### src/rtl/sha1_pkg.sv
package sha1_pkg;

  localparam int unsigned DATA_W      = 8;
  localparam int unsigned WORD_W      = 32;
  localparam int unsigned IDX_W       = 3;
  localparam int unsigned NUM_WORDS   = 5;
  localparam int unsigned WIN_DEPTH   = 16;
  localparam int unsigned COUNT_W     = 61;
  localparam int unsigned FILL_W      = 6;
  localparam int unsigned ROUND_W     = 7;
  localparam int unsigned LEN_W       = 64;
  localparam int unsigned IN_TDATA_W  = 8;
  localparam int unsigned OUT_TDATA_W = 40;
  localparam int unsigned OUT_PAD_W   = OUT_TDATA_W - WORD_W - IDX_W;

  typedef logic [WORD_W-1:0] word_t;

  localparam word_t IV [NUM_WORDS] = '{
    32'h67452301, 32'hEFCDAB89, 32'h98BADCFE, 32'h10325476, 32'hC3D2E1F0
  };

  localparam word_t K_0 = 32'h5A827999;
  localparam word_t K_1 = 32'h6ED9EBA1;
  localparam word_t K_2 = 32'h8F1BBCDC;
  localparam word_t K_3 = 32'hCA62C1D6;

  localparam logic [DATA_W-1:0]  PAD_MARK   = 8'h80;
  localparam logic [DATA_W-1:0]  PAD_ZERO   = 8'h00;
  localparam logic [FILL_W-1:0]  FILL_LAST  = 6'd63;
  localparam logic [FILL_W-1:0]  LEN_START  = 6'd56;
  localparam logic [ROUND_W-1:0] LAST_ROUND = 7'd79;
  localparam logic [IDX_W-1:0]   LAST_IDX   = 3'd4;

endpackage

### src/rtl/sha1_stream_hasher_top.sv
// SHA-1 over a byte stream. Each input transfer carries at most one message byte
// (tuser high) and may close the message (tlast high); the digest then leaves as
// five 32-bit words, h0 first, with the word index beside it and tlast on the
// fifth word, after which the hash restarts from the initial values. A plain data
// byte is taken without a stall, except every 64th byte, which starts an 80-round
// compression run one round per cycle on a single shared round adder, followed
// by a step that folds the result into the chaining words. The closing transfer
// feeds the padding and the 64-bit length through the same byte path at one byte
// per cycle while no compression runs, with one or two compressions in all, then
// presents the five digest words, one per cycle while tready is high. Input is
// not taken while a compression, the padding or the digest output is in progress.
module sha1_stream_hasher_top (
  input  logic                                 clk_i,
  input  logic                                 rst_ni,
  input  logic                                 s_axis_tvalid_i,
  output logic                                 s_axis_tready_o,
  input  logic [sha1_pkg::IN_TDATA_W-1:0]      s_axis_tdata_i,  // [7:0] data_byte
  input  logic                                 s_axis_tuser_i,  // [0] has_data
  input  logic                                 s_axis_tlast_i,  // is_last
  output logic                                 m_axis_tvalid_o,
  input  logic                                 m_axis_tready_i,
  output logic [sha1_pkg::OUT_TDATA_W-1:0]     m_axis_tdata_o,  // [31:0] digest_word,
                                                                // [34:32] word_index,
                                                                // [39:35] zero
  output logic                                 m_axis_tlast_o   // last_word
);
  import sha1_pkg::*;

  typedef enum logic [2:0] {
    ST_IDLE,
    ST_PAD,
    ST_ROUND,
    ST_ADD,
    ST_OUT
  } state_e;

  typedef enum logic [1:0] {
    PH_MARK,
    PH_ZERO,
    PH_LEN
  } pad_ph_e;

  state_e              state_q;
  pad_ph_e             pad_ph_q;
  logic                last_q;
  logic [COUNT_W-1:0]  count_q;
  logic [FILL_W-1:0]   fill_q;
  logic [ROUND_W-1:0]  round_q;
  logic [2:0]          len_idx_q;
  logic [IDX_W-1:0]    out_idx_q;
  word_t               chain_q [NUM_WORDS];

  word_t               win_q [WIN_DEPTH];
  word_t               a_q, b_q, c_q, d_q, e_q;

  logic                s_fire;
  logic                push_en;
  logic                len_now;
  logic                start_cmp;
  logic [DATA_W-1:0]   push_byte;
  logic [LEN_W-1:0]    len_bits;
  logic [DATA_W-1:0]   len_byte;
  word_t               w_x, w_new, w_t, f_t, k_t, t_sum;

  assign s_axis_tready_o = (state_q == ST_IDLE);
  assign s_fire          = s_axis_tvalid_i && s_axis_tready_o;

  assign m_axis_tvalid_o = (state_q == ST_OUT);
  assign m_axis_tdata_o  = {{OUT_PAD_W{1'b0}}, out_idx_q, chain_q[0]};
  assign m_axis_tlast_o  = (out_idx_q == LAST_IDX);

  // big-endian bit length, byte 0 is the most significant
  assign len_bits = {count_q, 3'b000};
  assign len_byte = len_bits[{~len_idx_q, 3'b000} +: DATA_W];
  assign len_now  = (pad_ph_q == PH_LEN) || (pad_ph_q == PH_ZERO && fill_q == LEN_START);

  always_comb begin
    push_en   = 1'b0;
    push_byte = s_axis_tdata_i;
    if (state_q == ST_IDLE) begin
      push_en = s_fire && s_axis_tuser_i;
    end else if (state_q == ST_PAD) begin
      push_en = 1'b1;
      if (pad_ph_q == PH_MARK) begin
        push_byte = PAD_MARK;
      end else if (len_now) begin
        push_byte = len_byte;
      end else begin
        push_byte = PAD_ZERO;
      end
    end
  end

  assign start_cmp = push_en && (fill_q == FILL_LAST);

  // message schedule taps on the 16-word window, oldest word at index 0
  assign w_new = {w_x[30:0], w_x[31]};
  assign w_x = win_q[13] ^ win_q[8] ^ win_q[2] ^ win_q[0];
  assign w_t = (round_q < ROUND_W'(WIN_DEPTH)) ? win_q[0] : w_new;

  always_comb begin
    if (round_q inside {[7'd0:7'd19]}) begin
      f_t = (b_q & c_q) | (~b_q & d_q);
      k_t = K_0;
    end else if (round_q inside {[7'd20:7'd39]}) begin
      f_t = b_q ^ c_q ^ d_q;
      k_t = K_1;
    end else if (round_q inside {[7'd40:7'd59]}) begin
      f_t = (b_q & c_q) | (b_q & d_q) | (c_q & d_q);
      k_t = K_2;
    end else begin
      f_t = b_q ^ c_q ^ d_q;
      k_t = K_3;
    end
  end

  assign t_sum = {a_q[26:0], a_q[31:27]} + f_t + e_q + k_t + w_t;

  // control and chaining words
  always_ff @(posedge clk_i or negedge rst_ni) begin
    if (!rst_ni) begin
      state_q   <= ST_IDLE;
      pad_ph_q  <= PH_MARK;
      last_q    <= 1'b0;
      count_q   <= '0;
      fill_q    <= '0;
      round_q   <= '0;
      len_idx_q <= '0;
      out_idx_q <= '0;
      for (int i = 0; i < NUM_WORDS; i++) begin
        chain_q[i] <= IV[i];
      end
    end else begin
      if (push_en) begin
        fill_q <= fill_q + 1'b1;
      end
      if (start_cmp) begin
        round_q <= '0;
      end
      case (state_q)
        ST_IDLE: begin
          if (s_fire) begin
            last_q    <= s_axis_tlast_i;
            pad_ph_q  <= PH_MARK;
            len_idx_q <= '0;
            if (s_axis_tuser_i) begin
              count_q <= count_q + 1'b1;
            end
            if (start_cmp) begin
              state_q <= ST_ROUND;
            end else if (s_axis_tlast_i) begin
              state_q <= ST_PAD;
            end
          end
        end
        ST_PAD: begin
          if (pad_ph_q == PH_MARK) begin
            pad_ph_q <= PH_ZERO;
          end else if (len_now) begin
            pad_ph_q  <= PH_LEN;
            len_idx_q <= len_idx_q + 1'b1;
          end
          if (start_cmp) begin
            state_q <= ST_ROUND;
          end
        end
        ST_ROUND: begin
          round_q <= round_q + 1'b1;
          if (round_q == LAST_ROUND) begin
            state_q <= ST_ADD;
          end
        end
        ST_ADD: begin
          chain_q[0] <= chain_q[0] + a_q;
          chain_q[1] <= chain_q[1] + b_q;
          chain_q[2] <= chain_q[2] + c_q;
          chain_q[3] <= chain_q[3] + d_q;
          chain_q[4] <= chain_q[4] + e_q;
          out_idx_q  <= '0;
          if (last_q && pad_ph_q == PH_LEN) begin
            state_q <= ST_OUT;
          end else if (last_q) begin
            state_q <= ST_PAD;
          end else begin
            state_q <= ST_IDLE;
          end
        end
        ST_OUT: begin
          if (m_axis_tready_i) begin
            out_idx_q <= out_idx_q + 1'b1;
            if (out_idx_q == LAST_IDX) begin
              // digest done, start a fresh message
              for (int i = 0; i < NUM_WORDS; i++) begin
                chain_q[i] <= IV[i];
              end
              count_q <= '0;
              last_q  <= 1'b0;
              state_q <= ST_IDLE;
            end else begin
              for (int i = 0; i < NUM_WORDS - 1; i++) begin
                chain_q[i] <= chain_q[i+1];
              end
              chain_q[NUM_WORDS-1] <= chain_q[0];
            end
          end
        end
        default: begin
          state_q <= ST_IDLE;
        end
      endcase
    end
  end

  // block window and working variables
  always_ff @(posedge clk_i) begin
    if (push_en) begin
      // bytes enter at the low end of the 512-bit block, first byte ends up on top
      for (int i = 0; i < WIN_DEPTH - 1; i++) begin
        win_q[i] <= {win_q[i][WORD_W-DATA_W-1:0], win_q[i+1][WORD_W-1 -: DATA_W]};
      end
      win_q[WIN_DEPTH-1] <= {win_q[WIN_DEPTH-1][WORD_W-DATA_W-1:0], push_byte};
    end else if (state_q == ST_ROUND) begin
      for (int i = 0; i < WIN_DEPTH - 1; i++) begin
        win_q[i] <= win_q[i+1];
      end
      win_q[WIN_DEPTH-1] <= w_t;
    end

    if (start_cmp) begin
      a_q <= chain_q[0];
      b_q <= chain_q[1];
      c_q <= chain_q[2];
      d_q <= chain_q[3];
      e_q <= chain_q[4];
    end else if (state_q == ST_ROUND) begin
      a_q <= t_sum;
      b_q <= a_q;
      c_q <= {b_q[1:0], b_q[31:2]};
      d_q <= c_q;
      e_q <= d_q;
    end
  end

endmodule

### config.mk
export PLATFORM = sky130hd
export DESIGN_NAME = sha1_stream_hasher_top
export DESIGN_NICKNAME = d
export VERILOG_FILES = /design/src/rtl/sha1_pkg.sv /design/src/rtl/sha1_stream_hasher_top.sv
export SDC_FILE = /design/constraint.sdc
export NUM_CORES = 2
export LEC_CHECK = 0
export BUFFER_PORTS_ARGS = -buffer_cell sky130_fd_sc_hd__clkbuf_2
export CAP_MARGIN = 20
export CORE_MARGIN = 2
export CORE_UTILIZATION = 40
export DETAILED_ROUTE_END_ITERATION = 8
export PLACE_DENSITY = 0.62
export RECOVER_POWER = 25
export SLEW_MARGIN = 20
export SYNTH_ARGS = -nofsm -noshare
export SYNTH_HDL_FRONTEND = slang
export SYNTH_SLANG_ARGS = --single-unit
### constraint.sdc
create_clock -name clk_i -period 22.2 [get_ports clk_i]
set_clock_uncertainty 0.05 [all_clocks]
set_input_delay 1.11 -clock clk_i [delete_from_list [all_inputs] [get_ports clk_i]]
set_output_delay 1.11 -clock clk_i [all_outputs]
set_load 0.02 [all_outputs]
==> reports/metrics.yaml <==
violations: "capacitance limit, slew limit"
grt_pass1_vias: 40610
min_from: "fill_q[5]"
multi_input_comb_area_um2: 26220
status: "complete, but fails checks"
relSlewSlack_pct: -527.6
tns_ns: 0
pre_cts_slack_ns: 13.32
timing.hold.ws_ns: 0.4220
syn-cell-area_um2: 54970
pin_count: 57
post_cts_resized: 0
synthCells: 5986
synth_top_family_by_area: "simple AND/OR/NAND/NOR gates"
critPathMostFrequentCell: "nand2_1"
fill_cells: 13250
cp.arrival_ns: 10.01
layout-drive-gt1-share_pct: 5.900
drv_cap: 6
vias: 42860
slowest_stage: "clkbuf_1"
clkSinkCount: 918
timing.critical_path.buf_inv: 2
netlist.area_leader.share_pct: 36.71
first_iter_violations: 4522
crit_type: "register to register"
routed_via_density: 5.533
synthSimpleGateAreaFrac_pct: 20.28
dp_hpwl_mm: 109.8
avgSynthCellArea_um2: 9.184
synth_most_common_cell: "nand2_1"
finalMaxSlewViolations: 538
path_delay_family: "buffers and inverters"
drt-pass1-iter-count: 6
cp-end-kind: "register"
area_delta_synth_final_pct: 8.890
antenna_left: 0
synth_common_cells: "nand2_1, edfxtp_1, nor2_1"
regArea_um2: 26440
async_flop_share_pct: 26.80
fin_nets: 6206
worstMarginPinSlew_ns: 9.414
dieArea_um2: 140400
finalHoldViolations: 0
cp-startpoint: "state_q[0]"
yosys.cell_types.count: 96
yosysTopAreaCell: "edfxtp_1"
initial_utilization_pct: 40.13
antenna_found_initial: 3
path_cells: "nor3b_1 -> clkbuf_1 -> buf_4 -> nand2_1 -> nand2_1"
die_y_um: 374.7
cts_setup_buffers: 0
cts_hold_buf: 0
worst_ep_required_time_ns: 22.74
critical_path.max_fanout: 219
overflow: 0
wl_per_cell_um: 20.52
routed_wl_mm: 158.9
setup_viol: 0
critPathMaxStageDelay_ns: 6.33
synth_area_leaders: "edfxtp_1, nand2_1, dfrtp_1"
die_w_um: 374.7
hold_path.class: "register to register"
final_cells: 7746
rsz0062_at_grt: "false"
period_needed_ns: 9.462
synth_xor_area_share_pct: 4.525
clk_latency_ns: 0.76
drc: 0
numCtsBuffers: 100
row_count: 136
cts_root_buf: "clkbuf_16"
routabilityCongestion: 0.9344
yosys_register_bits: 918
cts_buffer_depth: 3
grt_first_pass_wirelength_mm: 244.9
grt_max_degree: 220
synth-adder-area-share_pct: 9.127
worstReg2RegStart: "state_q[0]"
cts_tree: "yes"
design.core.area_um2: 137000
h-tree-depth: 3
muxShareOfSynthArea_pct: 1.284
synth_edf_count: 672
min_period_over_period_pct: 42.62
timing.final.ws_setup_ns: 12.74
startpoint_type: "register"
seq_area_frac_synth_pct: 48.09
synth-compound-area-share_pct: 12.29
path_clk_slew_ns: 0.06
portBuffers: 51
grt_util_all_layers_pct: 22.34
fmax_mhz: 105.7
placed_cells: 7558
yosysWarnings: 0
ys.flop_type: "edfxtp_1"
final timing paths:
path | endpoint | slack, ns | depth (start not counted)
hold / removal | fill_q[5] | 0.42 | 1
setup / recovery | win_q[0][240] | 12.74 | 5
min in group asynchronous | chain_q[73] | 1.92 | 1
hold reg to reg | fill_q[5] | 0.42 | 1
setup reg to reg | win_q[0][240] | 12.74 | 5
max in group asynchronous | m_axis_tdata_o[31] | 14.69 | 2
per-stage QoR:
stage               util (%)  cell area (um2)
floorplan                  -            54990
global placement       41.33            56610
detailed placement     41.33            56610
CTS                    43.75            59930
global route           43.70            59850
finish                 43.70            59860
cells by family (layout without fill, tap and decap cells):
| family | count (synthesis) | in the layout |
|---|---|---|
| AOI/OAI and AO/OA | 1060 | 1060 |
| other | 1 | 8 |
| and+or+nand+nor | 2737 | 2737 |
| DFF | 918 | 918 |
| xor gates and xnor gates | 284 | 284 |
| adders and majority gates | 326 | 326 |
| buffers and inverters | 606 | 565 |
| muxes | 54 | 54 |
layout by cell type, fill, tap and decap left out, types with 11 or more instances in the layout:
cell and instances:
a211o_1 12, a211oi_1 27, a21o_1 82, a21oi_1 243
a221oi_1 33, a22o_1 11, a31oi_1 67, and2_1 17
and3_1 33, buf_4 39, clkbuf_1 54, clkbuf_16 101
clkbuf_2 28, clkbuf_8 14, clkinv_2 16, dfrtp_1 166
dfstp_2 71, edfxtp_1 672, fa_1 125, ha_1 201
inv_1 278, mux2i_1 39, mux4_2 13, nand2_1 2018
nand2b_1 19, nand3_1 93, nand4_1 29, nor2_1 330
nor2b_1 24, nor3_1 63, o211ai_1 23, o21a_1 45
o21ai_0 315, o21bai_1 17, o221ai_1 15, o22ai_1 18
o31ai_1 43, or3_1 47, xnor2_1 196, xor2_1 88
flip-flops by register name (all words and copies together), names as in the netlist, 32 cells and up:
register / flops
win_q: 512
b_q: 32
d_q: 32
a_q: 32
c_q: 32
m_axis_tdata_o: 32
e_q: 32
chain_q: 128
count_q: 61
final cells by class:
class	instances	share of cell area (%)
Sequential cell	918	44.16
Multi-Input combinational cell	4466	43.80
Antenna cell	3	0.01254
Inverter	282	1.773
Tap cell	1794	3.750
Clock buffer	140	4.701
Timing Repair Buffer	98	0.9573
Clock inverter	45	0.8444
layer usage:
| layer | vias to the layer above | share of wire [%] | routed length [um] | GRT usage (%) |
|---|---|---|---|---|
| li1 | 20190 | - | - | - |
| met1 | 21050 | 45 | 71630 | 32.08 |
| met2 | 1357 | 45 | 71080 | 34.11 |
| met3 | 262 | 7.1 | 11300 | 3.843 |
| met4 | 0 | 3.1 | 4909 | 7.502 |
| met5 | - | 0 | 0 | 0 |
Power is left out: the tool's default activity adds up to more than one toggle a clock period on the data nets, which glitch-free logic cannot reach.
